--- config.mk ---
export PLATFORM = sky130hd
export DESIGN_NAME = chunked_ack_frame_sender_top
export DESIGN_NICKNAME = d
export VERILOG_FILES = /design/src/cafs_pkg.sv /design/src/chunked_ack_frame_sender_top.sv /design/src/cafs_in_reg.sv /design/src/cafs_ctrl.sv /design/src/cafs_out_seq.sv
export SDC_FILE = /design/constraint.sdc
export NUM_CORES = 1
export LEC_CHECK = 0
export BUFFER_PORTS_ARGS = -buffer_cell sky130_fd_sc_hd__buf_2
export CAP_MARGIN = 20
export CORE_MARGIN = 4
export CORE_UTILIZATION = 61
export CTS_BUF_LIST = sky130_fd_sc_hd__clkbuf_8 sky130_fd_sc_hd__clkbuf_16
export CTS_CLUSTER_DIAMETER = 50
export CTS_CLUSTER_SIZE = 14
export DETAILED_ROUTE_END_ITERATION = 8
export PLACE_DENSITY_LB_ADDON = 0.2
export SLEW_MARGIN = 10
export SYNTH_ARGS = -nofsm -noshare
export SYNTH_HDL_FRONTEND = slang
export SYNTH_SLANG_ARGS = --single-unit
--- constraint.sdc ---
create_clock -name clk -period 7.22 [get_ports clk]
set_input_delay 0.361 -clock clk [delete_from_list [all_inputs] [get_ports clk]]
set_output_delay 0.361 -clock clk [all_outputs]
set_load 0.05 [all_outputs]
--- src/cafs_pkg.sv ---
`default_nettype none
package cafs_pkg;

  localparam int CMD_W  = 2;
  localparam int BYTE_W = 8;
  localparam int EV_W   = 3;
  localparam int IDX_W  = 1;
  localparam int BEAT_W = 3;

  localparam logic [CMD_W-1:0] CMD_START   = 2'd0;
  localparam logic [CMD_W-1:0] CMD_RX      = 2'd1;
  localparam logic [CMD_W-1:0] CMD_PAYLOAD = 2'd2;

  localparam logic [IDX_W-1:0] REG_IMAGE_LENGTH = 1'b0;
  localparam logic [IDX_W-1:0] REG_CHUNK_SIZE   = 1'b1;

  localparam logic [BYTE_W-1:0] ACK_CODE = 8'h06;

  localparam logic [BYTE_W-1:0] MAGIC [4] = '{8'hDE, 8'hAD, 8'hBE, 8'hEF};

  localparam logic [BEAT_W-1:0] HDR_LAST_BEAT = 3'd7;

  localparam int IMAGE_LENGTH_RESET = 25088;
  localparam int CHUNK_SIZE_RESET   = 1024;

  typedef enum logic [EV_W-1:0] {
    EV_HDR         = 3'd0,
    EV_HDR_LAST    = 3'd1,
    EV_SENT        = 3'd2,
    EV_CHUNK_END   = 3'd3,
    EV_DONE        = 3'd4,
    EV_FIRST_ABORT = 3'd5,
    EV_CHUNK_ABORT = 3'd6,
    EV_REJECT      = 3'd7
  } event_t;

  typedef enum logic [1:0] {
    PH_IDLE  = 2'd0,
    PH_FIRST = 2'd1,
    PH_SEND  = 2'd2,
    PH_WAIT  = 2'd3
  } phase_t;

  typedef enum logic [1:0] {
    DESC_NONE = 2'd0,
    DESC_ONE  = 2'd1,
    DESC_HDR  = 2'd2
  } desc_kind_t;

  typedef struct packed {
    logic [CMD_W-1:0]  command;
    logic [BYTE_W-1:0] rx_byte;
    logic              rx_ok;
    logic [BYTE_W-1:0] payload_byte;
  } in_item_t;

  typedef struct packed {
    desc_kind_t        kind;
    logic              tx_valid;
    logic [BYTE_W-1:0] tx_byte;
    event_t            event_res;
  } desc_t;

endpackage
`default_nettype wire

--- src/chunked_ack_frame_sender_top.sv ---
`default_nettype none
// channel   | valid      | ready      | payload
// ----------+------------+------------+---------------------------------------------
// input     | in_valid   | in_ready   | in_command, in_rx_byte, in_rx_ok, in_payload_byte
// result    | out_valid  | out_ready  | out_tx_valid, out_tx_byte, out_last,
//           |            |            | out_event_res, out_bytes_done
// config    | cfg_wen    | -          | cfg_index, cfg_wdata
//
// one item per cycle unless stalled: input register, decode logic, result register
// a start command yields eight header results, one per cycle while out_ready is high,
// and holds the input stage until the last header byte is taken;
// a silent ack leaves the input register without using the result register
// reset is synchronous active low; it clears the phase, counters and result valid state
// out_ready low holds the result; the input register still fills and passes silent acks
module chunked_ack_frame_sender_top #(
  parameter int LENGTH_BITS = 20,
  parameter int CHUNK_BITS  = 13,
  localparam int CFG_W = (LENGTH_BITS > CHUNK_BITS) ? LENGTH_BITS : CHUNK_BITS
) (
  input  logic                          clk,
  input  logic                          rst_n,
  input  logic                          in_valid,
  output logic                          in_ready,
  input  logic [cafs_pkg::CMD_W-1:0]    in_command,
  input  logic [cafs_pkg::BYTE_W-1:0]   in_rx_byte,
  input  logic                          in_rx_ok,
  input  logic [cafs_pkg::BYTE_W-1:0]   in_payload_byte,
  output logic                          out_valid,
  input  logic                          out_ready,
  output logic                          out_tx_valid,
  output logic [cafs_pkg::BYTE_W-1:0]   out_tx_byte,
  output logic                          out_last,
  output logic [cafs_pkg::EV_W-1:0]     out_event_res,
  output logic [LENGTH_BITS-1:0]        out_bytes_done,
  input  logic                          cfg_wen,
  input  logic [cafs_pkg::IDX_W-1:0]    cfg_index,
  input  logic [CFG_W-1:0]              cfg_wdata
);
  import cafs_pkg::*;

  in_item_t               in_item;
  in_item_t               s1_item;
  logic                   s1_valid;
  logic                   s1_consume;
  logic                   load_ok;
  logic                   d_load;
  desc_t                  d_desc;
  logic [LENGTH_BITS-1:0] d_done;
  logic [LENGTH_BITS-1:0] d_len;

  assign in_item.command      = in_command;
  assign in_item.rx_byte      = in_rx_byte;
  assign in_item.rx_ok        = in_rx_ok;
  assign in_item.payload_byte = in_payload_byte;

  cafs_in_reg u_in_reg (
    .clk        (clk),
    .rst_n      (rst_n),
    .in_valid   (in_valid),
    .in_ready   (in_ready),
    .in_item    (in_item),
    .s1_valid   (s1_valid),
    .s1_item    (s1_item),
    .s1_consume (s1_consume)
  );

  cafs_ctrl #(
    .LENGTH_BITS (LENGTH_BITS),
    .CHUNK_BITS  (CHUNK_BITS)
  ) u_ctrl (
    .clk        (clk),
    .rst_n      (rst_n),
    .cfg_wen    (cfg_wen),
    .cfg_index  (cfg_index),
    .cfg_wdata  (cfg_wdata),
    .s1_valid   (s1_valid),
    .s1_item    (s1_item),
    .s1_consume (s1_consume),
    .load_ok    (load_ok),
    .d_load     (d_load),
    .d_desc     (d_desc),
    .d_done     (d_done),
    .d_len      (d_len)
  );

  cafs_out_seq #(
    .LENGTH_BITS (LENGTH_BITS)
  ) u_out_seq (
    .clk            (clk),
    .rst_n          (rst_n),
    .d_load         (d_load),
    .d_desc         (d_desc),
    .d_done         (d_done),
    .d_len          (d_len),
    .load_ok        (load_ok),
    .out_valid      (out_valid),
    .out_ready      (out_ready),
    .out_tx_valid   (out_tx_valid),
    .out_tx_byte    (out_tx_byte),
    .out_last       (out_last),
    .out_event_res  (out_event_res),
    .out_bytes_done (out_bytes_done)
  );

endmodule
`default_nettype wire

--- src/cafs_in_reg.sv ---
`default_nettype none
module cafs_in_reg (
  input  logic               clk,
  input  logic               rst_n,
  input  logic               in_valid,
  output logic               in_ready,
  input  cafs_pkg::in_item_t in_item,
  output logic               s1_valid,
  output cafs_pkg::in_item_t s1_item,
  input  logic               s1_consume
);
  import cafs_pkg::*;

  logic     valid_r;
  in_item_t item_r;

  assign in_ready = !valid_r || s1_consume;
  assign s1_valid = valid_r;
  assign s1_item  = item_r;

  always_ff @(posedge clk) begin
    if (!rst_n) begin
      valid_r <= 1'b0;
    end else if (in_ready) begin
      valid_r <= in_valid;
    end
  end

  always_ff @(posedge clk) begin
    if (in_ready && in_valid) begin
      item_r <= in_item;
    end
  end

endmodule
`default_nettype wire

--- src/cafs_ctrl.sv ---
`default_nettype none
module cafs_ctrl #(
  parameter int LENGTH_BITS = 20,
  parameter int CHUNK_BITS  = 13,
  localparam int CFG_W = (LENGTH_BITS > CHUNK_BITS) ? LENGTH_BITS : CHUNK_BITS
) (
  input  logic                           clk,
  input  logic                           rst_n,
  input  logic                           cfg_wen,
  input  logic [cafs_pkg::IDX_W-1:0]     cfg_index,
  input  logic [CFG_W-1:0]               cfg_wdata,
  input  logic                           s1_valid,
  input  cafs_pkg::in_item_t             s1_item,
  output logic                           s1_consume,
  input  logic                           load_ok,
  output logic                           d_load,
  output cafs_pkg::desc_t                d_desc,
  output logic [LENGTH_BITS-1:0]         d_done,
  output logic [LENGTH_BITS-1:0]         d_len
);
  import cafs_pkg::*;

  localparam int W = CFG_W + 1;

  logic [LENGTH_BITS-1:0] image_length_r;
  logic [CHUNK_BITS-1:0]  chunk_size_r;

  phase_t                 phase_r, phase_nxt;
  logic [LENGTH_BITS-1:0] acked_r, acked_nxt;
  logic [CHUNK_BITS-1:0]  fill_r, fill_nxt;
  logic [CHUNK_BITS-1:0]  target_r, target_nxt;

  logic                   good;
  logic [W-1:0]           sum_w;
  logic [LENGTH_BITS-1:0] acked_new;
  logic [LENGTH_BITS-1:0] rem;
  logic [CHUNK_BITS-1:0]  cs;
  logic [W-1:0]           min_w;
  logic [CHUNK_BITS-1:0]  fill_inc;

  always_ff @(posedge clk) begin
    if (!rst_n) begin
      image_length_r <= LENGTH_BITS'(IMAGE_LENGTH_RESET);
      chunk_size_r   <= CHUNK_BITS'(CHUNK_SIZE_RESET);
    end else if (cfg_wen) begin
      case (cfg_index)
        REG_IMAGE_LENGTH: image_length_r <= cfg_wdata[LENGTH_BITS-1:0];
        REG_CHUNK_SIZE:   chunk_size_r   <= cfg_wdata[CHUNK_BITS-1:0];
        default: ;
      endcase
    end
  end

  // ack arithmetic and next chunk size
  always_comb begin
    good      = s1_item.rx_ok && (s1_item.rx_byte == ACK_CODE);
    sum_w     = W'(acked_r) + W'(target_r);
    acked_new = (phase_r == PH_WAIT) ? sum_w[LENGTH_BITS-1:0] : acked_r;
    rem       = image_length_r - acked_new;
    cs        = (chunk_size_r == '0) ? CHUNK_BITS'(1) : chunk_size_r;
    min_w     = (W'(cs) < W'(rem)) ? W'(cs) : W'(rem);
    fill_inc  = fill_r + CHUNK_BITS'(1);
  end

  always_comb begin
    phase_nxt        = phase_r;
    acked_nxt        = acked_r;
    fill_nxt         = fill_r;
    target_nxt       = target_r;
    d_desc.kind      = DESC_ONE;
    d_desc.tx_valid  = 1'b0;
    d_desc.tx_byte   = '0;
    d_desc.event_res = EV_REJECT;
    d_done           = '0;
    case (s1_item.command)
      CMD_START: begin
        if (phase_r == PH_IDLE) begin
          d_desc.kind      = DESC_HDR;
          d_desc.tx_valid  = 1'b1;
          d_desc.event_res = EV_HDR;
          acked_nxt        = '0;
          fill_nxt         = '0;
          target_nxt       = '0;
          phase_nxt        = PH_FIRST;
        end
      end
      CMD_RX: begin
        if (phase_r inside {PH_FIRST, PH_WAIT}) begin
          if (!good) begin
            d_desc.event_res = (phase_r == PH_FIRST) ? EV_FIRST_ABORT : EV_CHUNK_ABORT;
            d_done           = acked_r;
            phase_nxt        = PH_IDLE;
          end else begin
            acked_nxt = acked_new;
            if (acked_new >= image_length_r) begin
              d_desc.event_res = EV_DONE;
              d_done           = acked_new;
              phase_nxt        = PH_IDLE;
            end else begin
              // good ack opens the next chunk silently
              d_desc.kind = DESC_NONE;
              target_nxt  = min_w[CHUNK_BITS-1:0];
              fill_nxt    = '0;
              phase_nxt   = PH_SEND;
            end
          end
        end
      end
      CMD_PAYLOAD: begin
        if (phase_r == PH_SEND) begin
          d_desc.tx_valid = 1'b1;
          d_desc.tx_byte  = s1_item.payload_byte;
          fill_nxt        = fill_inc;
          if (fill_inc >= target_r) begin
            d_desc.event_res = EV_CHUNK_END;
            phase_nxt        = PH_WAIT;
          end else begin
            d_desc.event_res = EV_SENT;
          end
        end
      end
      default: ;
    endcase
  end

  assign d_len      = image_length_r;
  assign s1_consume = s1_valid && ((d_desc.kind == DESC_NONE) || load_ok);
  assign d_load     = s1_valid && (d_desc.kind != DESC_NONE) && load_ok;

  always_ff @(posedge clk) begin
    if (!rst_n) begin
      phase_r  <= PH_IDLE;
      acked_r  <= '0;
      fill_r   <= '0;
      target_r <= '0;
    end else if (s1_consume) begin
      phase_r  <= phase_nxt;
      acked_r  <= acked_nxt;
      fill_r   <= fill_nxt;
      target_r <= target_nxt;
    end
  end

endmodule
`default_nettype wire

--- src/cafs_out_seq.sv ---
`default_nettype none
module cafs_out_seq #(
  parameter int LENGTH_BITS = 20
) (
  input  logic                            clk,
  input  logic                            rst_n,
  input  logic                            d_load,
  input  cafs_pkg::desc_t                 d_desc,
  input  logic [LENGTH_BITS-1:0]          d_done,
  input  logic [LENGTH_BITS-1:0]          d_len,
  output logic                            load_ok,
  output logic                            out_valid,
  input  logic                            out_ready,
  output logic                            out_tx_valid,
  output logic [cafs_pkg::BYTE_W-1:0]     out_tx_byte,
  output logic                            out_last,
  output logic [cafs_pkg::EV_W-1:0]       out_event_res,
  output logic [LENGTH_BITS-1:0]          out_bytes_done
);
  import cafs_pkg::*;

  logic                   busy_r;
  logic                   hdr_r;
  logic [BEAT_W-1:0]      beat_r;
  logic [LENGTH_BITS-1:0] len_r;
  logic                   tx_valid_r;
  logic [BYTE_W-1:0]      tx_byte_r;
  event_t                 event_r;
  logic [LENGTH_BITS-1:0] done_r;

  logic                   final_beat;
  logic [31:0]            len32;
  logic [BYTE_W-1:0]      hdr_byte;

  assign final_beat = !hdr_r || (beat_r == HDR_LAST_BEAT);
  assign load_ok    = !busy_r || (out_ready && final_beat);

  // header: magic bytes then the length little-endian
  assign len32    = 32'(len_r);
  assign hdr_byte = beat_r[2] ? len32[{beat_r[1:0], 3'b000} +: BYTE_W] : MAGIC[beat_r[1:0]];

  always_ff @(posedge clk) begin
    if (!rst_n) begin
      busy_r <= 1'b0;
      hdr_r  <= 1'b0;
      beat_r <= '0;
    end else if (d_load) begin
      busy_r <= 1'b1;
      hdr_r  <= (d_desc.kind == DESC_HDR);
      beat_r <= '0;
    end else if (busy_r && out_ready) begin
      if (final_beat) begin
        busy_r <= 1'b0;
      end else begin
        beat_r <= beat_r + BEAT_W'(1);
      end
    end
  end

  always_ff @(posedge clk) begin
    if (d_load) begin
      len_r      <= d_len;
      tx_valid_r <= d_desc.tx_valid;
      tx_byte_r  <= d_desc.tx_byte;
      event_r    <= d_desc.event_res;
      done_r     <= d_done;
    end
  end

  always_comb begin
    out_valid = busy_r;
    if (hdr_r) begin
      out_tx_valid   = 1'b1;
      out_tx_byte    = hdr_byte;
      out_last       = (beat_r == HDR_LAST_BEAT);
      out_event_res  = (beat_r == HDR_LAST_BEAT) ? EV_HDR_LAST : EV_HDR;
      out_bytes_done = '0;
    end else begin
      out_tx_valid   = tx_valid_r;
      out_tx_byte    = tx_byte_r;
      out_last       = 1'b1;
      out_event_res  = event_r;
      out_bytes_done = done_r;
    end
  end

endmodule
`default_nettype wire

==> impl_metrics.env, run 1 <==
export IMPL_ys_flop_type="dfxtp_1"
export IMPL_synth_simple_gate_area_share_pct=19.6
export IMPL_arrival_ps=6410
export IMPL_cap_violations=0
export IMPL_ys_async_sr_fraction_pct=0
export IMPL_timing_rr_start="u_ctrl.acked_r[0]"
export IMPL_crit_type="flop to flop"
export IMPL_cts_max_path_buffers=2
export IMPL_synth_edff_count=71
export IMPL_cts_resized=0
export IMPL_max_freq_mhz=163
export IMPL_synth_top_family_by_area="compound AO/OA/AOI/OAI gates"
export IMPL_hpwl_microns=18000
export IMPL_cts_buffers=17
export IMPL_synth_cells=1062
export IMPL_ant_nets=0
export IMPL_firstDrtPassIters=5
export IMPL_run_status="finished clean"
export IMPL_cts_sinks=158
export IMPL_row_count=45
export IMPL_via_per_inst=5.92
export IMPL_vias=7951
export IMPL_routabilityCongestion=0.985
export IMPL_postLayoutCoreUtil_pct=70.3
export IMPL_relSlewSlack_pct=35.4
export IMPL_ios=80
export IMPL_dieWidth_microns=134
export IMPL_irDropWorstVdd_uv=173
export IMPL_fin_crit_sh_pct=84.9
export IMPL_diodes=0
export IMPL_clk_pin_slew_ps=70
export IMPL_synth_fa_ha_area_share_pct=9.52
export IMPL_cts_tree="done"
export IMPL_path_max_fanout=11
export IMPL_p_leak_uw=0.00422
export IMPL_skew_ps=11.1
export IMPL_cp_required_ps=7500
export IMPL_worstMarginPinSlew_ps=945
export IMPL_finalHoldViolCount=0
export IMPL_cp_startpoint="u_ctrl.acked_r[0]"
export IMPL_synthMuxAreaShare_pct=2.34
export IMPL_first_iter_violations=778
export IMPL_synth_nets=1179
export IMPL_drc=0
export IMPL_synth_avg_cell_area_sq_um=9.06
export IMPL_port_buffers=79
export IMPL_holdPathEnd="u_in_reg.s1_item[9]"
export IMPL_area_growth_pct=11.9
export IMPL_cp_end_kind="flop"
export IMPL_period_needed_ps=6130
export IMPL_hold_buffers=0
export IMPL_yosysSeqAreaShare_pct=40.2
export IMPL_postRouteWirelength_microns=24400
export IMPL_reg2reg_to="u_ctrl.target_r[6]"
export IMPL_grt_max_degree=75
export IMPL_die_y_microns=134
export IMPL_min_path_cells=1
export IMPL_wl_per_cell_microns=18.1
export IMPL_start_kind="flop"
export IMPL_dieArea_sq_um=17900
export IMPL_antenna_found_initial=0
export IMPL_synth_compound_area_share_pct=20.2
export IMPL_worst_hold_path_type="input pin to flop"
export IMPL_core_area_sq_um=15300
export IMPL_rsz0062_at_grt="false"
export IMPL_grt_pass1_wl_microns=39400
export IMPL_tns_ps=0
export IMPL_reg2regPathDepth=24
export IMPL_final_net_count=1237
export IMPL_power_density_nw_per_um2=199
export IMPL_syn_cell_area_sq_um=9620
export IMPL_post_cts_repair_setup_buffers=0
export IMPL_min_delay_start="in_rx_byte[0]"
export IMPL_worst_r2r_setup_slack_ps=1090
export IMPL_synth_xor_area_share_pct=3.82
export IMPL_grt_usage_pct=27.8
export IMPL_ys_ff_latch=158
export IMPL_final_max_slew_viol_count=0
export IMPL_yosys_warnings=0
export IMPL_grt_overflow=0
export IMPL_htree_levels=4
export IMPL_cts_root_buf="clkbuf_16"
export IMPL_synth_cell_type_count=70
export IMPL_finalSetupViolCount=0
export IMPL_start_util_pct=62.8
export IMPL_grt_pass1_vias=7600
export IMPL_drive_above_1_share_pct=13.9
export IMPL_clkLatencyLatePin_ps=440
[layer usage]
metal | GRT usage, % | up-vias | share of wire [%]
li1 | - | 3924 | -
met1 | 37.4 | 3692 | 44
met2 | 44.1 | 283 | 46
met3 | 6.27 | 52 | 6.8
met4 | 9.94 | 0 | 2.9
met5 | 0 | - | 0
[critical path: stages, from the launching register on]
cell,delay [ps]
dfxtp_1,380
ha_1,180
inv_1,50
fa_1,390
nor2b_1,130
o21a_1,140
o21ai_1,130
a2111oi_0,850
o41ai_1,230
inv_1,100
ha_1,270
nand3_1,130
inv_1,90
a41oi_1,300
xor2_1,330
ha_1,200
nand4_1,120
nor4_1,280
o2111ai_1,150
o31ai_1,90
o31ai_1,140
a2111oi_4,370
nand4_2,180
nand2b_1,520
o221ai_1,200
[sequential cells by signal (all words and copies together) (netlist names), 2 cells and up]
register and count:
u_out_seq.len_r 20, u_ctrl.phase_r 2, u_ctrl.chunk_size_r 13, u_out_seq.tx_byte_r 8, u_out_seq.beat_r 3, u_ctrl.target_r 13
u_out_seq.event_r 3, u_out_seq.done_r 20, u_in_reg.s1_item 19, u_ctrl.acked_r 20, u_ctrl.d_len 20, u_ctrl.fill_r 13
[how the worst max path moves through the flow]
| stage | end | slack (ps) | depth (start not counted) |
|---|---|---|---|
| after detailed placement | u_out_seq.len_r[6] | 1180 | 19 |
| after global routing | u_ctrl.target_r[6] | 500 | 24 |
| after global placement | u_ctrl.target_r[5] | 1340 | 23 |
| after floorplan | u_out_seq.done_r[0] | 1740 | 19 |
| after CTS | u_out_seq.len_r[13] | 1120 | 19 |
| final | u_ctrl.target_r[6] | 1090 | 24 |
[synthesized netlist by cell type (all sizes together) (12+ instances only)]
cell / count / area share, %
o221ai: 12 / 1.7
o21ai: 42 / 2.2
a22oi: 13 / 1.0
mux2: 12 / 1.4
nor3: 21 / 1.1
inv: 53 / 2.1
nor2: 67 / 2.6
edfxtp: 71 / 22
ha: 70 / 9.1
xnor2: 14 / 1.3
o21a: 15 / 1.2
xor2: 28 / 2.5
and2: 17 / 1.1
clkbuf: 48 / 1.9
a21boi: 49 / 3.8
nand2: 139 / 5.4
nor2b: 51 / 3.3
a21o: 19 / 1.5
dfxtp: 87 / 18
nand3: 32 / 1.7
a21oi: 61 / 3.3
[power by group]
part	switching, uW	internal [uW]
clock network	400	486
logic	183	94.9
registers	19.2	964
total	602	1540
[final cells by class]
cell class	instances	area, sq um
Clock inverter	15	158
Fill cell	1207	4540
Clock buffer	17	425
Inverter	55	206
Tap cell	211	264
Timing Repair Buffer	91	498
Multi-Input combinational cell	797	5350
Sequential cell	158	3870
[metrics by stage]
step / total power (uW) / cells / setup slack [ps] / area, sq um / hold WS, ps
after CTS: 2160 / 1343 / 1120 / 10800 / 84.2
final: 2150 / 1344 / 1090 / 10800 / 95.8
after detailed placement: 1270 / 1311 / 1180 / 10200 / 461
after floorplan: 1190 / 1062 / 1740 / 9620 / 430
after global placement: 1270 / 1311 / 1340 / 10200 / 454
after global routing: 2230 / 1344 / 504 / 10800 / 79.7
[placed cells by master, fill, tap and decap left out, types with 5 or more instances in the layout]
cell type,count
nor4_1,7
nor3_1,21
o21ai_1,6
o31ai_1,7
o21a_1,15
and2_1,16
a31oi_1,10
nand3b_1,10
a21o_1,19
inv_1,52
nand4_1,8
o21ai_0,36
a211oi_1,7
a21boi_1,20
a21boi_0,29
a21oi_1,59
or3_1,6
xor2_1,28
a22oi_1,13
mux2_2,11
buf_4,11
nand2b_1,8
nor2_1,67
clkbuf_16,17
edfxtp_1,71
a221oi_1,5
nand2_1,139
nor2b_1,51
mux2i_1,9
dfxtp_1,87
buf_2,79
xnor2_1,14
nand3_1,32
ha_1,70
and3_1,8
o221ai_2,9
o211ai_1,5
[logic make-up after synthesis]
group / after synthesis
compound gates: 273
xor+xnor: 42
fa+ha+maj: 72
buf+inv: 107
flops: 158
mux: 21
simple gates: 389
(Power assumes the default switching activity.)
==> run 2: changes to the inputs <==
clock period = 6.05 ns   (was 7.22 ns; I/O delays follow)
==> run 2 against run 1 <==
  * Register-to-register slack lost 670 ps
  * Setup slack lost 670 ps
  * Count of clock-buffer cells in the layout grew 2
  * Via count grew 1.7%
  * Global-route usage shrank 0.42 points
  * Power grew 21%
  * Clock skew shrank 1.1 ps
  * Combinational power grew 24%
==> impl_metrics.env, run 2 (synthesis gave the netlist of run 1 again) <==
export IMPL_crit_type="flop to flop"
export IMPL_vias=8084
export IMPL_via_per_inst=5.94
export IMPL_diodes=0
export IMPL_final_cell_mix="nand2_1 (139), dfxtp_1 (87), buf_2 (79), edfxtp_1 (71), ha_1 (69)"
export IMPL_clk_pin_slew_ps=70
export IMPL_ios=80
export IMPL_final_net_count=1254
export IMPL_drive_above_1_share_pct=16.0
export IMPL_postPlaceCellArea_sq_um=10300
export IMPL_fin_crit_sh_pct=93.1
export IMPL_first_iter_violations=782
export IMPL_irDropWorstVdd_uv=208
export IMPL_final_max_slew_viol_count=0
export IMPL_grt_usage_pct=27.3
export IMPL_final_common_cell="nand2_1"
export IMPL_grt_max_degree=75
export IMPL_cts_root_buf="clkbuf_16"
export IMPL_finalHoldViolCount=0
export IMPL_row_count=45
export IMPL_cts_sinks=158
export IMPL_cts_buffers=17
export IMPL_ant_nets=0
export IMPL_drc=0
export IMPL_postRouteWirelength_microns=24400
export IMPL_nFillCells=1206
export IMPL_cts_tree="done"
export IMPL_path_max_fanout=5
export IMPL_cp_end_kind="flop"
export IMPL_p_leak_uw=0.00433
export IMPL_hpwl_microns=18200
export IMPL_run_status="finished clean"
export IMPL_final_area_sq_um=11000
export IMPL_antenna_found_initial=0
export IMPL_dieWidth_microns=134
export IMPL_max_freq_mhz=178
export IMPL_firstDrtPassIters=6
export IMPL_relSlewSlack_pct=39.9
export IMPL_fin_hold_ws_ps=39.9
export IMPL_worst_hold_path_type="input pin to flop"
export IMPL_cp_required_ps=6410
export IMPL_arrival_ps=5990
export IMPL_die_y_microns=134
export IMPL_grt_overflow=0
export IMPL_routabilityCongestion=0.990
export IMPL_power_density_nw_per_um2=236
export IMPL_finalSetupViolCount=0
export IMPL_core_area_sq_um=15300
export IMPL_start_util_pct=62.8
export IMPL_htree_levels=4
export IMPL_worstMarginPinSlew_ps=902
export IMPL_area_growth_pct=14.0
export IMPL_tns_ps=0
export IMPL_grt_pass1_vias=7493
export IMPL_wl_per_cell_microns=17.9
export IMPL_cap_violations=0
export IMPL_clkLatencyLatePin_ps=430
export IMPL_period_needed_ps=5630
export IMPL_dieArea_sq_um=17900
export IMPL_grt_pass1_wl_microns=38600
export IMPL_skew_ps=10.0
export IMPL_start_kind="flop"
export IMPL_cts_max_path_buffers=2
export IMPL_port_buffers=79
[run 2: metrics by stage]
step / utilization (%) / power (uW) / setup slack [ps] / cells
finish: 71.6 / 2590 / 418 / 1361
global route: 71.6 / 2680 / -14.5 / 1361
CTS: 71.2 / 2590 / 47.2 / 1360
detailed placement: 67.3 / 1530 / 34.4 / 1328
global placement: 67.3 / 1520 / 278 / 1328
floorplan: - / 1430 / 565 / 1062
[run 2: per-layer routing]
metal	GRT usage [%]	share of wire (%)	vias to the layer above	wire length, microns
met5	0	0	-	0
met4	8.97	2.5	0	616
met3	5.78	6.6	50	1610
met2	44.6	47	292	11500
met1	36.5	44	3785	10700
li1	-	-	3957	-
[run 2: where the power goes]
group | switching, uW | total, uW | internal [uW]
Clock | 465 | 1070 | 610
Combinational | 223 | 345 | 121
Sequential | 22.5 | 1170 | 1150
Total | 711 | 2590 | 1880
[run 2: what timing repair did]
item | CTS | global route
pin swaps | 0 | 6
gates resized for setup | 1 | 15
hold buffers | 0 | 0
buffers inserted | 0 | 0
gates cloned | 0 | 1
endpoints found under the setup margin | 3 | 14
[run 2: critical path: stages (launching register included)]
cell and delay [ps]:
dfxtp_1 390, ha_1 190, inv_1 50, fa_1 390
nor2b_1 150, o21a_1 150, o21ai_1 130, a211o_1 280
nand2_1 70, a211oi_1 80, o41ai_2 370, inv_1 120
ha_2 390, nand3_1 130, inv_1 120, a41oi_2 160
xor2_1 230, ha_1 340, nand4_1 120, nor4_1 290
o2111ai_1 170, o31ai_1 100, o31ai_1 130, a2111oi_4 270
nand4_4 180, mux2_1 390, o21ai_1 140
[run 2: final cells by class]
type	count	area [sq um]	area share (%)
clock buffers	19	464	4.23
clock inverters	13	126	1.15
inverters	55	206	1.88
multi-input cells	798	5420	49.4
flip-flops and latches	158	3870	35.3
well taps	211	264	2.41
repair buffers	107	618	5.63
[run 2: final timing paths]
kind / from / to / slack [ps] / depth (start not counted)
setup / recovery: u_ctrl.acked_r[0] / u_ctrl.target_r[4] / 420 / 26
hold / removal: in_command[1] / u_in_reg.s1_item[18] / 40 / 1
setup reg to reg: u_ctrl.acked_r[0] / u_ctrl.target_r[4] / 420 / 26
hold reg to reg: u_ctrl.fill_r[12] / u_ctrl.fill_r[12] / 470 / 2
==> run 3: changes to the inputs <==
--- a/config.mk
+++ b/config.mk
@@ -7,2 +7,3 @@
 export LEC_CHECK = 0
+export ABC_AREA = 1
 export BUFFER_PORTS_ARGS = -buffer_cell sky130_fd_sc_hd__buf_2
==> constraint.sdc (replaced) <==
create_clock -name clk -period 6.05 [get_ports clk]
set_input_delay 0.9075 -clock clk [delete_from_list [all_inputs] [get_ports clk]]
set_output_delay 0.9075 -clock clk [all_outputs]
set_load 0.05 [all_outputs]
==> run 3 against run 2 <==
  * Register-to-register slack better by 390 ps
  * Core utilization down 1.7 points
  * Wire length up 13%
==> impl_metrics.env, run 3 <==
export IMPL_grt_usage_pct=30.1
export IMPL_ys_ff_latch=158
export IMPL_cts_max_path_buffers=2
export IMPL_first_iter_violations=811
export IMPL_netlist_area_leader_share_pct=21.0
export IMPL_ios=80
export IMPL_crit_type="flop to primary output"
export IMPL_fin_crit_sh_pct=92.8
export IMPL_ys_async_sr_fraction_pct=0
export IMPL_critPathMaxStageDelay_ps=400
export IMPL_dieArea_sq_um=18700
export IMPL_cts_sinks=158
export IMPL_cts_root_buf="clkbuf_16"
export IMPL_max_freq_mhz=178
export IMPL_vias=9315
export IMPL_rsz0062_at_grt="false"
export IMPL_grt_pass1_vias=8573
export IMPL_grt_max_degree=54
export IMPL_finalHoldViolCount=0
export IMPL_cts_resized=0
export IMPL_cp_required_ps=5140
export IMPL_syn_cell_area_sq_um=10100
export IMPL_synth_edff_count=71
export IMPL_synth_area_leader_cell="edfxtp_1"
export IMPL_skew_ps=9.33
export IMPL_area_growth_pct=10.9
export IMPL_period_needed_ps=5610
export IMPL_cap_violations=0
export IMPL_power_density_nw_per_um2=254
export IMPL_die_y_microns=137
export IMPL_diodes=0
export IMPL_core_area_sq_um=16100
export IMPL_final_net_count=1577
export IMPL_final_max_slew_viol_count=0
export IMPL_htree_levels=4
export IMPL_start_util_pct=63.1
export IMPL_synth_cell_type_count=49
export IMPL_synth_most_common_cell="nand2_1"
export IMPL_clk_pin_slew_ps=70
export IMPL_nFillCells=1365
export IMPL_path_max_fanout=6
export IMPL_grt_overflow=0
export IMPL_cp_end_kind="primary output"
export IMPL_worstMarginPinSlew_ps=873
export IMPL_postRouteWirelength_microns=27600
export IMPL_run_status="finished clean"
export IMPL_via_per_inst=5.52
export IMPL_yosys_warnings=0
export IMPL_postLayoutCoreUtil_pct=70.0
export IMPL_crit_top_cell="nand2_1"
export IMPL_synthTopCellsByCount="nand2_1 (335), inv_1 (222), nor2_1 (169)"
export IMPL_synth_cells=1409
export IMPL_final_common_cell="nand2_1"
export IMPL_hold_buffers=0
export IMPL_tns_ps=0
export IMPL_p_leak_uw=0.00535
export IMPL_relSlewSlack_pct=41.7
export IMPL_synth_avg_cell_area_sq_um=7.19
export IMPL_port_buffers=79
export IMPL_wl_per_cell_microns=16.4
export IMPL_cts_buffers=17
export IMPL_yosysSeqAreaShare_pct=38.2
export IMPL_hpwl_microns=20900
export IMPL_clkLatencyLatePin_ps=430
export IMPL_grt_pass1_wl_microns=43500
export IMPL_dieWidth_microns=137
export IMPL_drc=0
export IMPL_post_cts_repair_setup_buffers=0
export IMPL_ys_flop_type="dfxtp_1"
export IMPL_drive_above_1_share_pct=10.3
export IMPL_finalSetupViolCount=0
export IMPL_firstDrtPassIters=6
export IMPL_worst_hold_path_type="flop to flop"
export IMPL_irDropWorstVdd_uv=291
export IMPL_dp_cells=1657
export IMPL_final_cell_mix="nand2_1 (335), inv_1 (223), nor2_1 (168), a21oi_1 (129), dfxtp_1 (87)"
export IMPL_cts_tree="done"
export IMPL_synth_nets=1526
export IMPL_ant_nets=0
export IMPL_arrival_ps=4700
export IMPL_routabilityCongestion=0.957
export IMPL_antenna_found_initial=0
export IMPL_final_cells=1689
export IMPL_synth_area_leaders="edfxtp_1 (21%), dfxtp_1 (17%), nand2_1 (12%)"
export IMPL_slowest_stage="ha_1"
export IMPL_start_kind="flop"
export IMPL_row_count=46
[run 3: cell count changes after synthesis, moves of 15 or more]
cell      delta
and2_1      -15
nor2b_1     -51
a21o_1      -17
a21boi_1    -20
a21oi_1     +70
nand4_1     +21
nand3_1     +30
inv_1      +169
o21ai_0     +26
nor2_1     +102
a21boi_0    -27
nand2_1    +196
[run 3: final cells by class]
cell class                 instances  area (sq um)  area share, %
clock inverter                    15           195           1.74
timing repair buffer              86           460           4.10
inverter                         229           860           7.65
sequential                       158          3870           34.5
tap                              216           270           2.41
clock buffer                      17           425           3.79
multi-input combinational        968          5150           45.8
[run 3: critical path, delay by kind of cell (launching register included)]
family / cells / cell delay [ps]
AND/OR/NAND/NOR: 18 / 1730
XOR/XNOR: 1 / 280
flip-flops: 1 / 370
adder cells (fa/ha/maj): 3 / 960
AO/OA/AOI/OAI: 2 / 460
buffers and inverters: 4 / 450
[run 3: layer usage]
layer  vias to the layer above  global-route usage, %  part of all wire [%]
li1                       4624                      -                     -
met4                         0                   15.7                   5.0
met3                        88                   5.70                   8.2
met1                      4160                   38.3                    41
met5                         -                      0                     0
met2                       443                   48.9                    46
[run 3: stage by stage]
| stage | hold slack [ps] | cell area [sq um] | worst slack [ps] | total power (uW) |
|---|---|---|---|---|
| 2_1_floorplan | 408 | 10100 | 13.0 | 1590 |
| 3_3_place_gp | 451 | 10600 | 1020 | 1720 |
| 3_5_place_dp | 458 | 10600 | 925 | 1720 |
| 4_1_cts | 467 | 11200 | 477 | 2850 |
| 5_1_grt | 487 | 11200 | 130 | 2960 |
| 6_report | 465 | 11200 | 439 | 2850 |
[run 3: power breakdown]
| part | leakage (uW) | total, uW | switching, uW | internal, uW |
|---|---|---|---|---|
| logic | 0.00366 | 513 | 357 | 156 |
| clock network | 0.000300 | 1130 | 443 | 689 |
| registers | 0.00138 | 1200 | 35.0 | 1170 |
[run 3: cells by family after synthesis]
logic type,after synthesis,share of synthesized area (%)
simple gates,641,27.1
fa+ha+maj,72,9.04
compound gates,224,12.0
xor+xnor,31,2.68
flops,158,38.2
buf+inv,283,11.0
[run 3: final timing paths]
path                   endpoint               from  slack (ps)  depth (start not counted)
min reg2reg   u_ctrl.fill_r[12]  u_ctrl.fill_r[12]         460                          2
max reg2reg  u_ctrl.target_r[9]  u_ctrl.acked_r[0]         810                         33
min           u_ctrl.fill_r[12]  u_ctrl.fill_r[12]         460                          2
max                    in_ready  u_ctrl.acked_r[0]         440                         28
